<file path="src/rtl/lhm_pkg.sv">
package lhm_pkg;

   // Sizing
   localparam int MAX_PEERS_DEF = 64;
   localparam int MODE_W        = 2;
   localparam int PEER_FIELD_W  = 6;
   localparam int TIME_W        = 32;
   localparam int CNT_W         = 16;
   localparam int PCT_W         = 7;
   localparam int NODE_W        = 7;
   localparam int HEALTH_W      = 2;
   localparam int NUM_W         = 23;   // holds 100 * 65535
   localparam int CSR_IDX_W     = 3;
   localparam int CSR_DATA_W    = 32;
   localparam int REQ_DATA_W    = 72;
   localparam int RSP_DATA_W    = 16;

   localparam logic [PCT_W-1:0] PCT_FULL = 7'd100;
   localparam logic [CNT_W-1:0] CNT_MAX  = 16'hFFFF;

   // Transaction kinds
   localparam logic [MODE_W-1:0] MODE_ACK   = 2'd0;
   localparam logic [MODE_W-1:0] MODE_START = 2'd1;
   localparam logic [MODE_W-1:0] MODE_END   = 2'd2;

   // Health codes
   localparam logic [HEALTH_W-1:0] HEALTH_OK          = 2'd0;
   localparam logic [HEALTH_W-1:0] HEALTH_BAD_PEER    = 2'd1;
   localparam logic [HEALTH_W-1:0] HEALTH_BAD_CLUSTER = 2'd2;

   // Register indexes
   localparam logic [CSR_IDX_W-1:0] CSR_MSG_PER_BURST = 3'd0;
   localparam logic [CSR_IDX_W-1:0] CSR_GOOD_PCT      = 3'd1;
   localparam logic [CSR_IDX_W-1:0] CSR_BAD_PCT       = 3'd2;
   localparam logic [CSR_IDX_W-1:0] CSR_ACK_TIMEOUT   = 3'd3;
   localparam logic [CSR_IDX_W-1:0] CSR_NODE_COUNT    = 3'd4;

   typedef enum logic [2:0] {
      ST_IDLE,
      ST_ACK_WR,
      ST_RD,
      ST_LOAD,
      ST_DIV,
      ST_EVAL
   } state_type;

endpackage

</file>
<file path="src/rtl/lhm_ram.sv">
module lhm_ram #(
   parameter int WIDTH = 16,
   parameter int DEPTH = 64
) (
   input  logic                     clock,
   input  logic                     wr_en,
   input  logic [$clog2(DEPTH)-1:0] wr_addr,
   input  logic [WIDTH-1:0]         wr_data,
   input  logic [$clog2(DEPTH)-1:0] rd_addr,
   output logic [WIDTH-1:0]         rd_data
);

   logic [WIDTH-1:0] mem_ff [DEPTH];
   logic [WIDTH-1:0] rd_data_ff;

   // Write port and registered read port
   always_ff @(posedge clock) begin
      if (wr_en) begin
         mem_ff[wr_addr] <= wr_data;
      end
      rd_data_ff <= mem_ff[rd_addr];
   end

   assign rd_data = rd_data_ff;

endmodule

</file>
<file path="src/rtl/lhm_pct_div.sv">
module lhm_pct_div
   import lhm_pkg::*;
(
   input  logic             clock,
   input  logic             reset,
   input  logic             start,
   input  logic [NUM_W-1:0] num,
   input  logic [CNT_W-1:0] den,
   output logic             done,
   output logic [PCT_W-1:0] quot
);

   localparam int STEP_W = $clog2(PCT_W);

   logic              busy_ff, busy_in;
   logic              done_ff, done_in;
   logic [STEP_W-1:0] step_ff, step_in;
   logic [NUM_W-1:0]  rem_ff, rem_in;
   logic [CNT_W-1:0]  den_ff, den_in;
   logic [PCT_W-1:0]  quot_ff, quot_in;
   logic [NUM_W-1:0]  shifted;
   logic              fits;

   // One restoring step per cycle, most significant quotient bit first
   assign shifted = NUM_W'(den_ff) << step_ff;
   assign fits    = (rem_ff >= shifted);

   always_comb begin
      busy_in = busy_ff;
      done_in = 1'b0;
      step_in = step_ff;
      rem_in  = rem_ff;
      den_in  = den_ff;
      quot_in = quot_ff;
      if (start) begin
         busy_in = 1'b1;
         step_in = STEP_W'(PCT_W - 1);
         rem_in  = num;
         den_in  = den;
         quot_in = '0;
      end else if (busy_ff) begin
         if (fits) begin
            rem_in = rem_ff - shifted;
         end
         quot_in = {quot_ff[PCT_W-2:0], fits};
         if (step_ff == '0) begin
            busy_in = 1'b0;
            done_in = 1'b1;
         end else begin
            step_in = step_ff - STEP_W'(1);
         end
      end
   end

   always_ff @(posedge clock) begin
      if (reset) begin
         busy_ff <= 1'b0;
         done_ff <= 1'b0;
      end else begin
         busy_ff <= busy_in;
         done_ff <= done_in;
      end
   end

   always_ff @(posedge clock) begin
      step_ff <= step_in;
      rem_ff  <= rem_in;
      den_ff  <= den_in;
      quot_ff <= quot_in;
   end

   assign done = done_ff;
   assign quot = quot_ff;

endmodule

</file>
<file path="src/rtl/link_ack_health_monitor.sv">
// Per-peer link health monitor.
// Input channel req_*: one transaction per event, kind in req_tuser (0 ack,
// 1 start of burst, 2 end of burst). Result channel rsp_*: one status
// transaction per peer after an end of burst, peers 1 to node_count-1 in
// order, rsp_tlast on the final one. The user writes the registers through
// csr_* only while the block is idle; the block itself does not enforce it.
// An ack that counts passes a counter read, then a write back; any other
// ack and a start of burst are taken in the idle state, as counters are
// cleared through per-entry valid bits. An end of burst walks all peers
// twice (find the cluster state, then update and report) with the shared
// percentage divider: per peer and pass the 7-step divider runs after the
// registered memory read unless the count reaches the burst size.
// The first status follows the first pass over all nodes (node_count, at
// most MAX_PEERS). No further transaction is taken until the walk ends.
// Reset is synchronous: registers take their defaults, and counters and
// statuses read as zero at once, with no clearing pass.
// A stall on rsp_tready holds the result register; the walk waits at the
// next report until the register is free.
module link_ack_health_monitor
   import lhm_pkg::*;
#(
   parameter int MAX_PEERS = MAX_PEERS_DEF
) (
   input  logic                  clock,
   input  logic                  reset,
   // configuration
   input  logic                  csr_we,
   input  logic [CSR_IDX_W-1:0]  csr_index,
   input  logic [CSR_DATA_W-1:0] csr_wdata,
   // input channel
   input  logic                  req_tvalid,
   output logic                  req_tready,
   // tdata: peer_index[5:0], sent_time[37:6], now_time[69:38], zero[71:70]
   input  logic [REQ_DATA_W-1:0] req_tdata,
   // tuser: mode[1:0]
   input  logic [MODE_W-1:0]     req_tuser,
   // result channel
   output logic                  rsp_tvalid,
   input  logic                  rsp_tready,
   // tdata: result_peer[5:0], health[7:6], ack_percent[14:8], zero[15]
   output logic [RSP_DATA_W-1:0] rsp_tdata,
   output logic                  rsp_tlast
);

   localparam int PEER_W = $clog2(MAX_PEERS);

   // Configuration registers
   logic [CNT_W-1:0]  mpb_ff;
   logic [PCT_W-1:0]  good_ff;
   logic [PCT_W-1:0]  bad_ff;
   logic [TIME_W-1:0] tout_ff;
   logic [NODE_W-1:0] nodes_ff;

   // Control state
   state_type            state_ff, state_in;
   logic [PEER_W-1:0]    n_ff, n_in;
   logic                 pass_ff, pass_in;
   logic                 bclu_ff, bclu_in;
   logic [MAX_PEERS-1:0] cnt_valid_ff, cnt_valid_in;
   logic [MAX_PEERS-1:0] hlt_valid_ff, hlt_valid_in;
   logic                 rsp_valid_ff, rsp_valid_in;

   // Payload state
   logic [PEER_W-1:0]   rd_addr_ff;
   logic [HEALTH_W-1:0] hlt_ff, hlt_in;
   logic [PCT_W-1:0]    pct_ff, pct_in;
   logic [PEER_W-1:0]   rsp_peer_ff;
   logic [HEALTH_W-1:0] rsp_health_ff;
   logic [PCT_W-1:0]    rsp_pct_ff;
   logic                rsp_last_ff;
   logic [HEALTH_W-1:0] st_new;

   // Request fields
   logic [MODE_W-1:0]       req_mode;
   logic [PEER_FIELD_W-1:0] req_peer;
   logic [TIME_W-1:0]       req_sent;
   logic [TIME_W-1:0]       req_now;
   logic                    req_fire;
   logic                    ack_hit;

   // Memory ports
   logic [PEER_W-1:0]   rd_addr;
   logic                cnt_wr_en;
   logic [CNT_W-1:0]    cnt_wr_data;
   logic [CNT_W-1:0]    cnt_rdata;
   logic                hlt_wr_en;
   logic [HEALTH_W-1:0] hlt_rdata;
   logic [CNT_W-1:0]    cnt_cur;
   logic [HEALTH_W-1:0] hlt_cur;

   // Divider
   logic             div_start;
   logic [NUM_W-1:0] div_num;
   logic             div_done;
   logic [PCT_W-1:0] div_quot;

   logic [NODE_W-1:0] sz;
   logic              is_last;
   logic              rsp_load;

   assign req_mode = req_tuser;
   assign req_peer = req_tdata[5:0];
   assign req_sent = req_tdata[37:6];
   assign req_now  = req_tdata[69:38];
   assign req_fire = req_tvalid && req_tready;

   // Clamp the node count to the table depth
   assign sz = (nodes_ff > NODE_W'(MAX_PEERS)) ? NODE_W'(MAX_PEERS) : nodes_ff;
   assign is_last = (NODE_W'(n_ff) == sz - NODE_W'(1));

   // Ack counts only for a known peer and within the timeout
   assign ack_hit = (req_peer != '0) && (NODE_W'(req_peer) < sz) &&
                    ((req_now - req_sent) < tout_ff);

   // Entries not written since their clear read as zero
   assign cnt_cur = cnt_valid_ff[rd_addr_ff] ? cnt_rdata : '0;
   assign hlt_cur = hlt_valid_ff[rd_addr_ff] ? hlt_rdata : HEALTH_OK;
   assign div_num = NUM_W'(cnt_cur) * NUM_W'(PCT_FULL);

   assign rsp_load = (state_ff == ST_EVAL) && pass_ff && (!rsp_valid_ff || rsp_tready);

   // Hysteresis update of one peer's status
   always_comb begin
      st_new = hlt_ff;
      if (bclu_ff) begin
         st_new = HEALTH_BAD_CLUSTER;
      end else if ((pct_ff <= bad_ff) && (hlt_ff != HEALTH_BAD_PEER)) begin
         st_new = HEALTH_BAD_PEER;
      end else if ((pct_ff >= good_ff) && (hlt_ff != HEALTH_OK)) begin
         st_new = HEALTH_OK;
      end else if (hlt_ff == HEALTH_BAD_CLUSTER) begin
         st_new = (pct_ff <= bad_ff) ? HEALTH_BAD_PEER : HEALTH_OK;
      end
   end

   // Sequencer: next state, memory accesses and walk control
   always_comb begin
      state_in     = state_ff;
      n_in         = n_ff;
      pass_in      = pass_ff;
      bclu_in      = bclu_ff;
      cnt_valid_in = cnt_valid_ff;
      hlt_valid_in = hlt_valid_ff;
      hlt_in       = hlt_ff;
      pct_in       = pct_ff;
      rd_addr      = n_ff;
      cnt_wr_en    = 1'b0;
      cnt_wr_data  = cnt_cur + CNT_W'(1);
      hlt_wr_en    = 1'b0;
      div_start    = 1'b0;
      req_tready   = 1'b0;

      unique case (state_ff)
         ST_IDLE: begin
            req_tready = 1'b1;
            rd_addr    = req_peer[PEER_W-1:0];
            if (req_fire) begin
               unique case (req_mode)
                  MODE_ACK: begin
                     if (ack_hit) begin
                        state_in = ST_ACK_WR;
                     end
                  end
                  MODE_START: begin
                     cnt_valid_in = '0;
                  end
                  MODE_END: begin
                     if ((mpb_ff != '0) && (sz >= NODE_W'(2))) begin
                        n_in     = PEER_W'(1);
                        pass_in  = 1'b0;
                        bclu_in  = (sz > NODE_W'(2));
                        state_in = ST_RD;
                     end
                  end
                  default: begin
                  end
               endcase
            end
         end
         ST_ACK_WR: begin
            // Saturating increment, written back to the entry just read
            if (cnt_cur != CNT_MAX) begin
               cnt_wr_en                = 1'b1;
               cnt_valid_in[rd_addr_ff] = 1'b1;
            end
            state_in = ST_IDLE;
         end
         ST_RD: begin
            state_in = ST_LOAD;
         end
         ST_LOAD: begin
            hlt_in = hlt_cur;
            if (cnt_cur >= mpb_ff) begin
               pct_in   = PCT_FULL;
               state_in = ST_EVAL;
            end else begin
               div_start = 1'b1;
               state_in  = ST_DIV;
            end
         end
         ST_DIV: begin
            if (div_done) begin
               pct_in   = div_quot;
               state_in = ST_EVAL;
            end
         end
         ST_EVAL: begin
            if (!pass_ff) begin
               // First pass: any healthy peer clears the cluster flag
               if (pct_ff >= good_ff) begin
                  bclu_in = 1'b0;
               end
               if (is_last) begin
                  pass_in = 1'b1;
                  n_in    = PEER_W'(1);
               end else begin
                  n_in = n_ff + PEER_W'(1);
               end
               state_in = ST_RD;
            end else if (rsp_load) begin
               // Second pass: store the new status and report it
               hlt_wr_en          = 1'b1;
               hlt_valid_in[n_ff] = 1'b1;
               if (is_last) begin
                  state_in = ST_IDLE;
               end else begin
                  n_in     = n_ff + PEER_W'(1);
                  state_in = ST_RD;
               end
            end
         end
         default: begin
            state_in = ST_IDLE;
         end
      endcase
   end

   // Result register: load on report, drop on transaction
   always_comb begin
      rsp_valid_in = rsp_valid_ff;
      if (rsp_load) begin
         rsp_valid_in = 1'b1;
      end else if (rsp_tready) begin
         rsp_valid_in = 1'b0;
      end
   end

   always_ff @(posedge clock) begin
      if (reset) begin
         state_ff <= ST_IDLE;
      end else begin
         state_ff <= state_in;
      end
   end

   always_ff @(posedge clock) begin
      if (reset) begin
         n_ff         <= '0;
         pass_ff      <= 1'b0;
         bclu_ff      <= 1'b0;
         cnt_valid_ff <= '0;
         hlt_valid_ff <= '0;
         rsp_valid_ff <= 1'b0;
      end else begin
         n_ff         <= n_in;
         pass_ff      <= pass_in;
         bclu_ff      <= bclu_in;
         cnt_valid_ff <= cnt_valid_in;
         hlt_valid_ff <= hlt_valid_in;
         rsp_valid_ff <= rsp_valid_in;
      end
   end

   // Hold payload
   always_ff @(posedge clock) begin
      rd_addr_ff <= rd_addr;
      hlt_ff     <= hlt_in;
      pct_ff     <= pct_in;
      if (rsp_load) begin
         rsp_peer_ff   <= n_ff;
         rsp_health_ff <= st_new;
         rsp_pct_ff    <= pct_ff;
         rsp_last_ff   <= is_last;
      end
   end

   // Configuration writes; unknown indexes are dropped
   always_ff @(posedge clock) begin
      if (reset) begin
         mpb_ff   <= CNT_W'(0);
         good_ff  <= PCT_W'(80);
         bad_ff   <= PCT_W'(50);
         tout_ff  <= TIME_W'(200);
         nodes_ff <= NODE_W'(0);
      end else if (csr_we) begin
         unique case (csr_index)
            CSR_MSG_PER_BURST: mpb_ff   <= csr_wdata[CNT_W-1:0];
            CSR_GOOD_PCT:      good_ff  <= csr_wdata[PCT_W-1:0];
            CSR_BAD_PCT:       bad_ff   <= csr_wdata[PCT_W-1:0];
            CSR_ACK_TIMEOUT:   tout_ff  <= csr_wdata[TIME_W-1:0];
            CSR_NODE_COUNT:    nodes_ff <= csr_wdata[NODE_W-1:0];
            default: begin
            end
         endcase
      end
   end

   lhm_ram #(
      .WIDTH (CNT_W),
      .DEPTH (MAX_PEERS)
   ) u_cnt_ram (
      .clock   (clock),
      .wr_en   (cnt_wr_en),
      .wr_addr (rd_addr_ff),
      .wr_data (cnt_wr_data),
      .rd_addr (rd_addr),
      .rd_data (cnt_rdata)
   );

   lhm_ram #(
      .WIDTH (HEALTH_W),
      .DEPTH (MAX_PEERS)
   ) u_hlt_ram (
      .clock   (clock),
      .wr_en   (hlt_wr_en),
      .wr_addr (n_ff),
      .wr_data (st_new),
      .rd_addr (rd_addr),
      .rd_data (hlt_rdata)
   );

   lhm_pct_div u_div (
      .clock (clock),
      .reset (reset),
      .start (div_start),
      .num   (div_num),
      .den   (mpb_ff),
      .done  (div_done),
      .quot  (div_quot)
   );

   assign rsp_tvalid = rsp_valid_ff;
   assign rsp_tdata  = {1'b0, rsp_pct_ff, rsp_health_ff, PEER_FIELD_W'(rsp_peer_ff)};
   assign rsp_tlast  = rsp_last_ff;

endmodule

</file>
<file path="config.mk">
export PLATFORM = sky130hd
export DESIGN_NAME = link_ack_health_monitor
export DESIGN_NICKNAME = d
export VERILOG_FILES = /design/src/rtl/lhm_pkg.sv /design/src/rtl/lhm_ram.sv /design/src/rtl/lhm_pct_div.sv /design/src/rtl/link_ack_health_monitor.sv
export SDC_FILE = /design/constraint.sdc
export NUM_CORES = 2
export LEC_CHECK = 0
export BUFFER_PORTS_ARGS = -buffer_cell sky130_fd_sc_hd__clkbuf_2
export CAP_MARGIN = 20
export CORE_AREA = 5 5 385 387
export CTS_CLUSTER_DIAMETER = 100
export DETAILED_ROUTE_END_ITERATION = 16
export DIE_AREA = 0 0 390 392
export GPL_ROUTABILITY_DRIVEN = 0
export SYNTH_ARGS = -nofsm -noshare
export SYNTH_HDL_FRONTEND = slang
export SYNTH_SLANG_ARGS = --single-unit
</file>
<file path="constraint.sdc">
create_clock -name clock -period 16.3 [get_ports clock]
set_input_delay 3.26 -clock clock [delete_from_list [all_inputs] [get_ports clock]]
set_output_delay 3.26 -clock clock [all_outputs]
set_load 0.02 [all_outputs]
</file>
==> flow_metrics.env <==
export IMPL_status="complete, no violations"
export IMPL_crit_required_ps=16990
export IMPL_power_internal_mw=6.27
export IMPL_cp_depth=13
export IMPL_grt_pass1_vias=42600
export IMPL_grt_pass1_wl_microns=260000
export IMPL_area_delta_synth_final_pct=11.9
export IMPL_drc=0
export IMPL_clk_path_buf_depth=3
export IMPL_tns_ps=0
export IMPL_placed_area_sq_um=67400
export IMPL_ys_seq_area_share_pct=64.1
export IMPL_clkTransAtPathRegs_ps=60
export IMPL_fin_util_pct=50.0
export IMPL_hold_violations=0
export IMPL_p_comb_share_pct=12.0
export IMPL_dieArea_sq_um=153000
export IMPL_rows=140
export IMPL_whs_ps=453
export IMPL_final_nets=6142
export IMPL_cts_sinks=1461
export IMPL_power_density_nw_per_um2=117
export IMPL_finalSetupViolations=0
export IMPL_cp_num_buf_inv=4
export IMPL_rsz0062_at_grt="false"
export IMPL_dr_total_vias=44500
export IMPL_async_flop_share_pct=0
export IMPL_cp_max_fo=96
export IMPL_start_util_pct=44.7
export IMPL_die_w_microns=390
export IMPL_synth_cell_types=86
export IMPL_num_antenna_cells=0
export IMPL_clock_latency_ps=780
export IMPL_seqPwrFrac_pct=48.5
export IMPL_first_iter_violations=4135
export IMPL_fin_crit_sh_pct=46.3
export IMPL_ys_seq_elements=1461
export IMPL_drv_slew=0
export IMPL_skew_ps=35.5
export IMPL_postCtsHoldBufs=0
export IMPL_whs_path_depth=2
export IMPL_startpoint_type="primary input"
export IMPL_power_switching_mw=2.18
export IMPL_synth_avg_cell_area_sq_um=11.2
export IMPL_power_share_clock_pct=39.5
export IMPL_endpoint_kind="flip-flop"
export IMPL_ys_flop_type="edfxtp_1"
export IMPL_wire_per_inst_microns=21.9
export IMPL_path_common_cell="buf_4"
export IMPL_cts_buffers=154
export IMPL_ctsHtreeMaxLevel=4
export IMPL_dp_hpwl_microns=99100
export IMPL_portBuffers=129
export IMPL_synthesis_nets=6067
export IMPL_fmax_ghz=0.133
export IMPL_crit_arrival_ps=8230
export IMPL_gr_total_overflow=0
export IMPL_cts_setup_buffers=0
export IMPL_ys_warn_count=0
export IMPL_grt_max_degree=168
export IMPL_relSlewSlack_pct=24.7
export IMPL_hold_path_startpoint="tout_ff[14]"
export IMPL_synth_top_area_share_pct=56.5
export IMPL_cap_violations=0
export IMPL_placeableCoreArea_sq_um=145000
export IMPL_regToRegStartpoint="rd_addr_ff[1]"
export IMPL_via_per_inst=5.65
export IMPL_tightest_slew_ps=1130
export IMPL_critPathSlowestCell="buf_4"
export IMPL_io_pin_count=133
export IMPL_yosysTopAreaCell="edfxtp_1"
export IMPL_ir_drop_mv=0.115
export IMPL_die_y_microns=392
export IMPL_hp_class="reg2reg"
export IMPL_synthTopCellsByArea="edfxtp_1 (56%), nand2_1 (7.8%), dfxtp_1 (7.7%), nand3_1 (4.7%), ha_1 (3.5%)"
export IMPL_postRouteAntennaNets=0
export IMPL_dp_slack_ps=7880
export IMPL_layout_setup_ws_ps=8760
export IMPL_ctsRootBufferMaster="clkbuf_16"
export IMPL_grt_antenna_before_repair=2
export IMPL_cts_tree="built"
export IMPL_grt_util_all_layers_pct=22.1
export IMPL_drt_pass1_iter_count=6
export IMPL_cts_resized=0
export IMPL_netlist_area_sq_um=64600
export IMPL_drive_above_1_share_pct=9.36
export IMPL_detail_route_wirelength_microns=173000
export IMPL_rr_worst_depth=18
export IMPL_cp_top_family="buffers and inverters"
export IMPL_critPathLaunch="req_tdata[1]"
export IMPL_synth_enable_flop_cells=1214
export IMPL_finalCriticalPeriod_ps=7540
export IMPL_path_cells="clkbuf_2 -> or4b_1 -> and2_4 -> buf_4 -> buf_4 -> buf_4 -> nand2_1 -> and3_1 -> a311oi_1 -> a311oi_1 -> a31oi_1 -> a21oi_1 -> a21oi_1"
export IMPL_crit_path_max_incr_delay_ps=910
export IMPL_critPathKind="in2reg"
export IMPL_fin_area_sq_um=72300
export IMPL_leakage_nw=26.3
export IMPL_synth_cells=5762
export IMPL_switching_share_pct=25.8
[layout make-up]
type	count	area [sq um]
Inverter	182	712
Clock buffer	206	4140
Sequential cell	1461	41400
Multi-Input combinational cell	3779	21200
Clock inverter	74	624
Fill cell	12800	72300
Tap cell	1917	2400
Timing Repair Buffer	259	1740
[cell usage after synthesis, types with 24 or more instances]
cell,number
o21ai_0,73
xnor2_1,37
a21o_1,35
ha_1,178
nand3_1,606
dfxtp_1,247
a21oi_1,245
a311oi_1,198
nor3_1,42
nand2_1,1344
buf_4,33
edfxtp_1,1214
a31oi_1,24
nor2_1,443
and3_1,88
nand2b_1,40
xor2_1,41
mux2i_1,57
clkbuf_1,231
mux4_2,24
nor2b_1,33
inv_1,175
buf_2,54
[power groups by stage]
stage	combinational, mW	clock (mW)	sequential, mW
after floorplan	0.695	0	4.15
after global placement	0.993	0	4.18
after detailed placement	1.00	0	4.18
after CTS	1.01	3.40	4.10
after global routing	1.11	3.56	4.10
final	1.01	3.34	4.10
[kinds of logic (layout without fill, tap and decap cells)]
kind of cell               Yosys count  in the layout  share of synthesized area, %
xor gates and xnor gates            78             78                          1.06
adders and majority gates          191            191                          3.85
AOI/OAI and AO/OA                  715            715                          7.55
and+or+nand+nor                   2702           2702                          18.1
other                                1              1                       0.00581
muxes                               92             92                          1.92
DFF                               1461           1461                          64.1
buffers and inverters              522            721                          3.35
[flip-flops by register name, indices dropped and copies added, names as in the netlist, 7 cells and up]
signal / cells
pct_ff: 7
mpb_ff: 16
u_div.rem_ff: 23
bad_ff: 7
u_cnt_ram.mem_ff: 1024
u_hlt_ram.mem_ff: 128
good_ff: 7
u_div.quot: 7
tout_ff: 32
hlt_valid_ff: 64
u_div.den_ff: 16
u_cnt_ram.rd_data: 16
rsp_pct_ff: 7
nodes_ff: 7
cnt_valid_ff: 64
[cell usage in the layout (no fill, tap or decap), types with 88 or more instances in the layout]
| cell | Yosys | layout |
|---|---|---|
| nand2_1 | 1344 | 1344 |
| edfxtp_1 | 1214 | 1214 |
| nand3_1 | 606 | 606 |
| nor2_1 | 443 | 429 |
| a21oi_1 | 245 | 244 |
| dfxtp_1 | 247 | 244 |
| a311oi_1 | 198 | 198 |
| ha_1 | 178 | 177 |
| inv_1 | 175 | 175 |
| clkbuf_16 | 0 | 156 |
| clkbuf_2 | 0 | 128 |
| buf_4 | 33 | 118 |
| and3_1 | 88 | 88 |
[worst paths after layout]
kind                                    to  slack (ps)
setup reg to reg  u_cnt_ram.mem_ff[23][10]        9020
hold reg to reg                tout_ff[14]         450
hold / removal                 tout_ff[14]         450
setup / recovery     u_cnt_ram.rd_data[14]        8760
[routing by layer]
layer  vias up  GRT usage (%)  share of wire, %
li1      20900              -                 -
met1     21900           30.7                43
met2      1442           35.8                47
met3       278           3.36               6.7
met4         0           6.84               2.8
met5         -              0                 0
[worst min-delay path: stages (launching register included)]
cell	delay [ps]
dfxtp_1	310
nand2_1	50
a21oi_1	50
[through the flow]
stage	cells	power [mW]
floorplan	5762	4.85
global placement	7589	5.17
detailed placement	7590	5.18
CTS	7870	8.51
global route	7878	8.77
finish	7878	8.45
(Power assumes the default switching activity.)
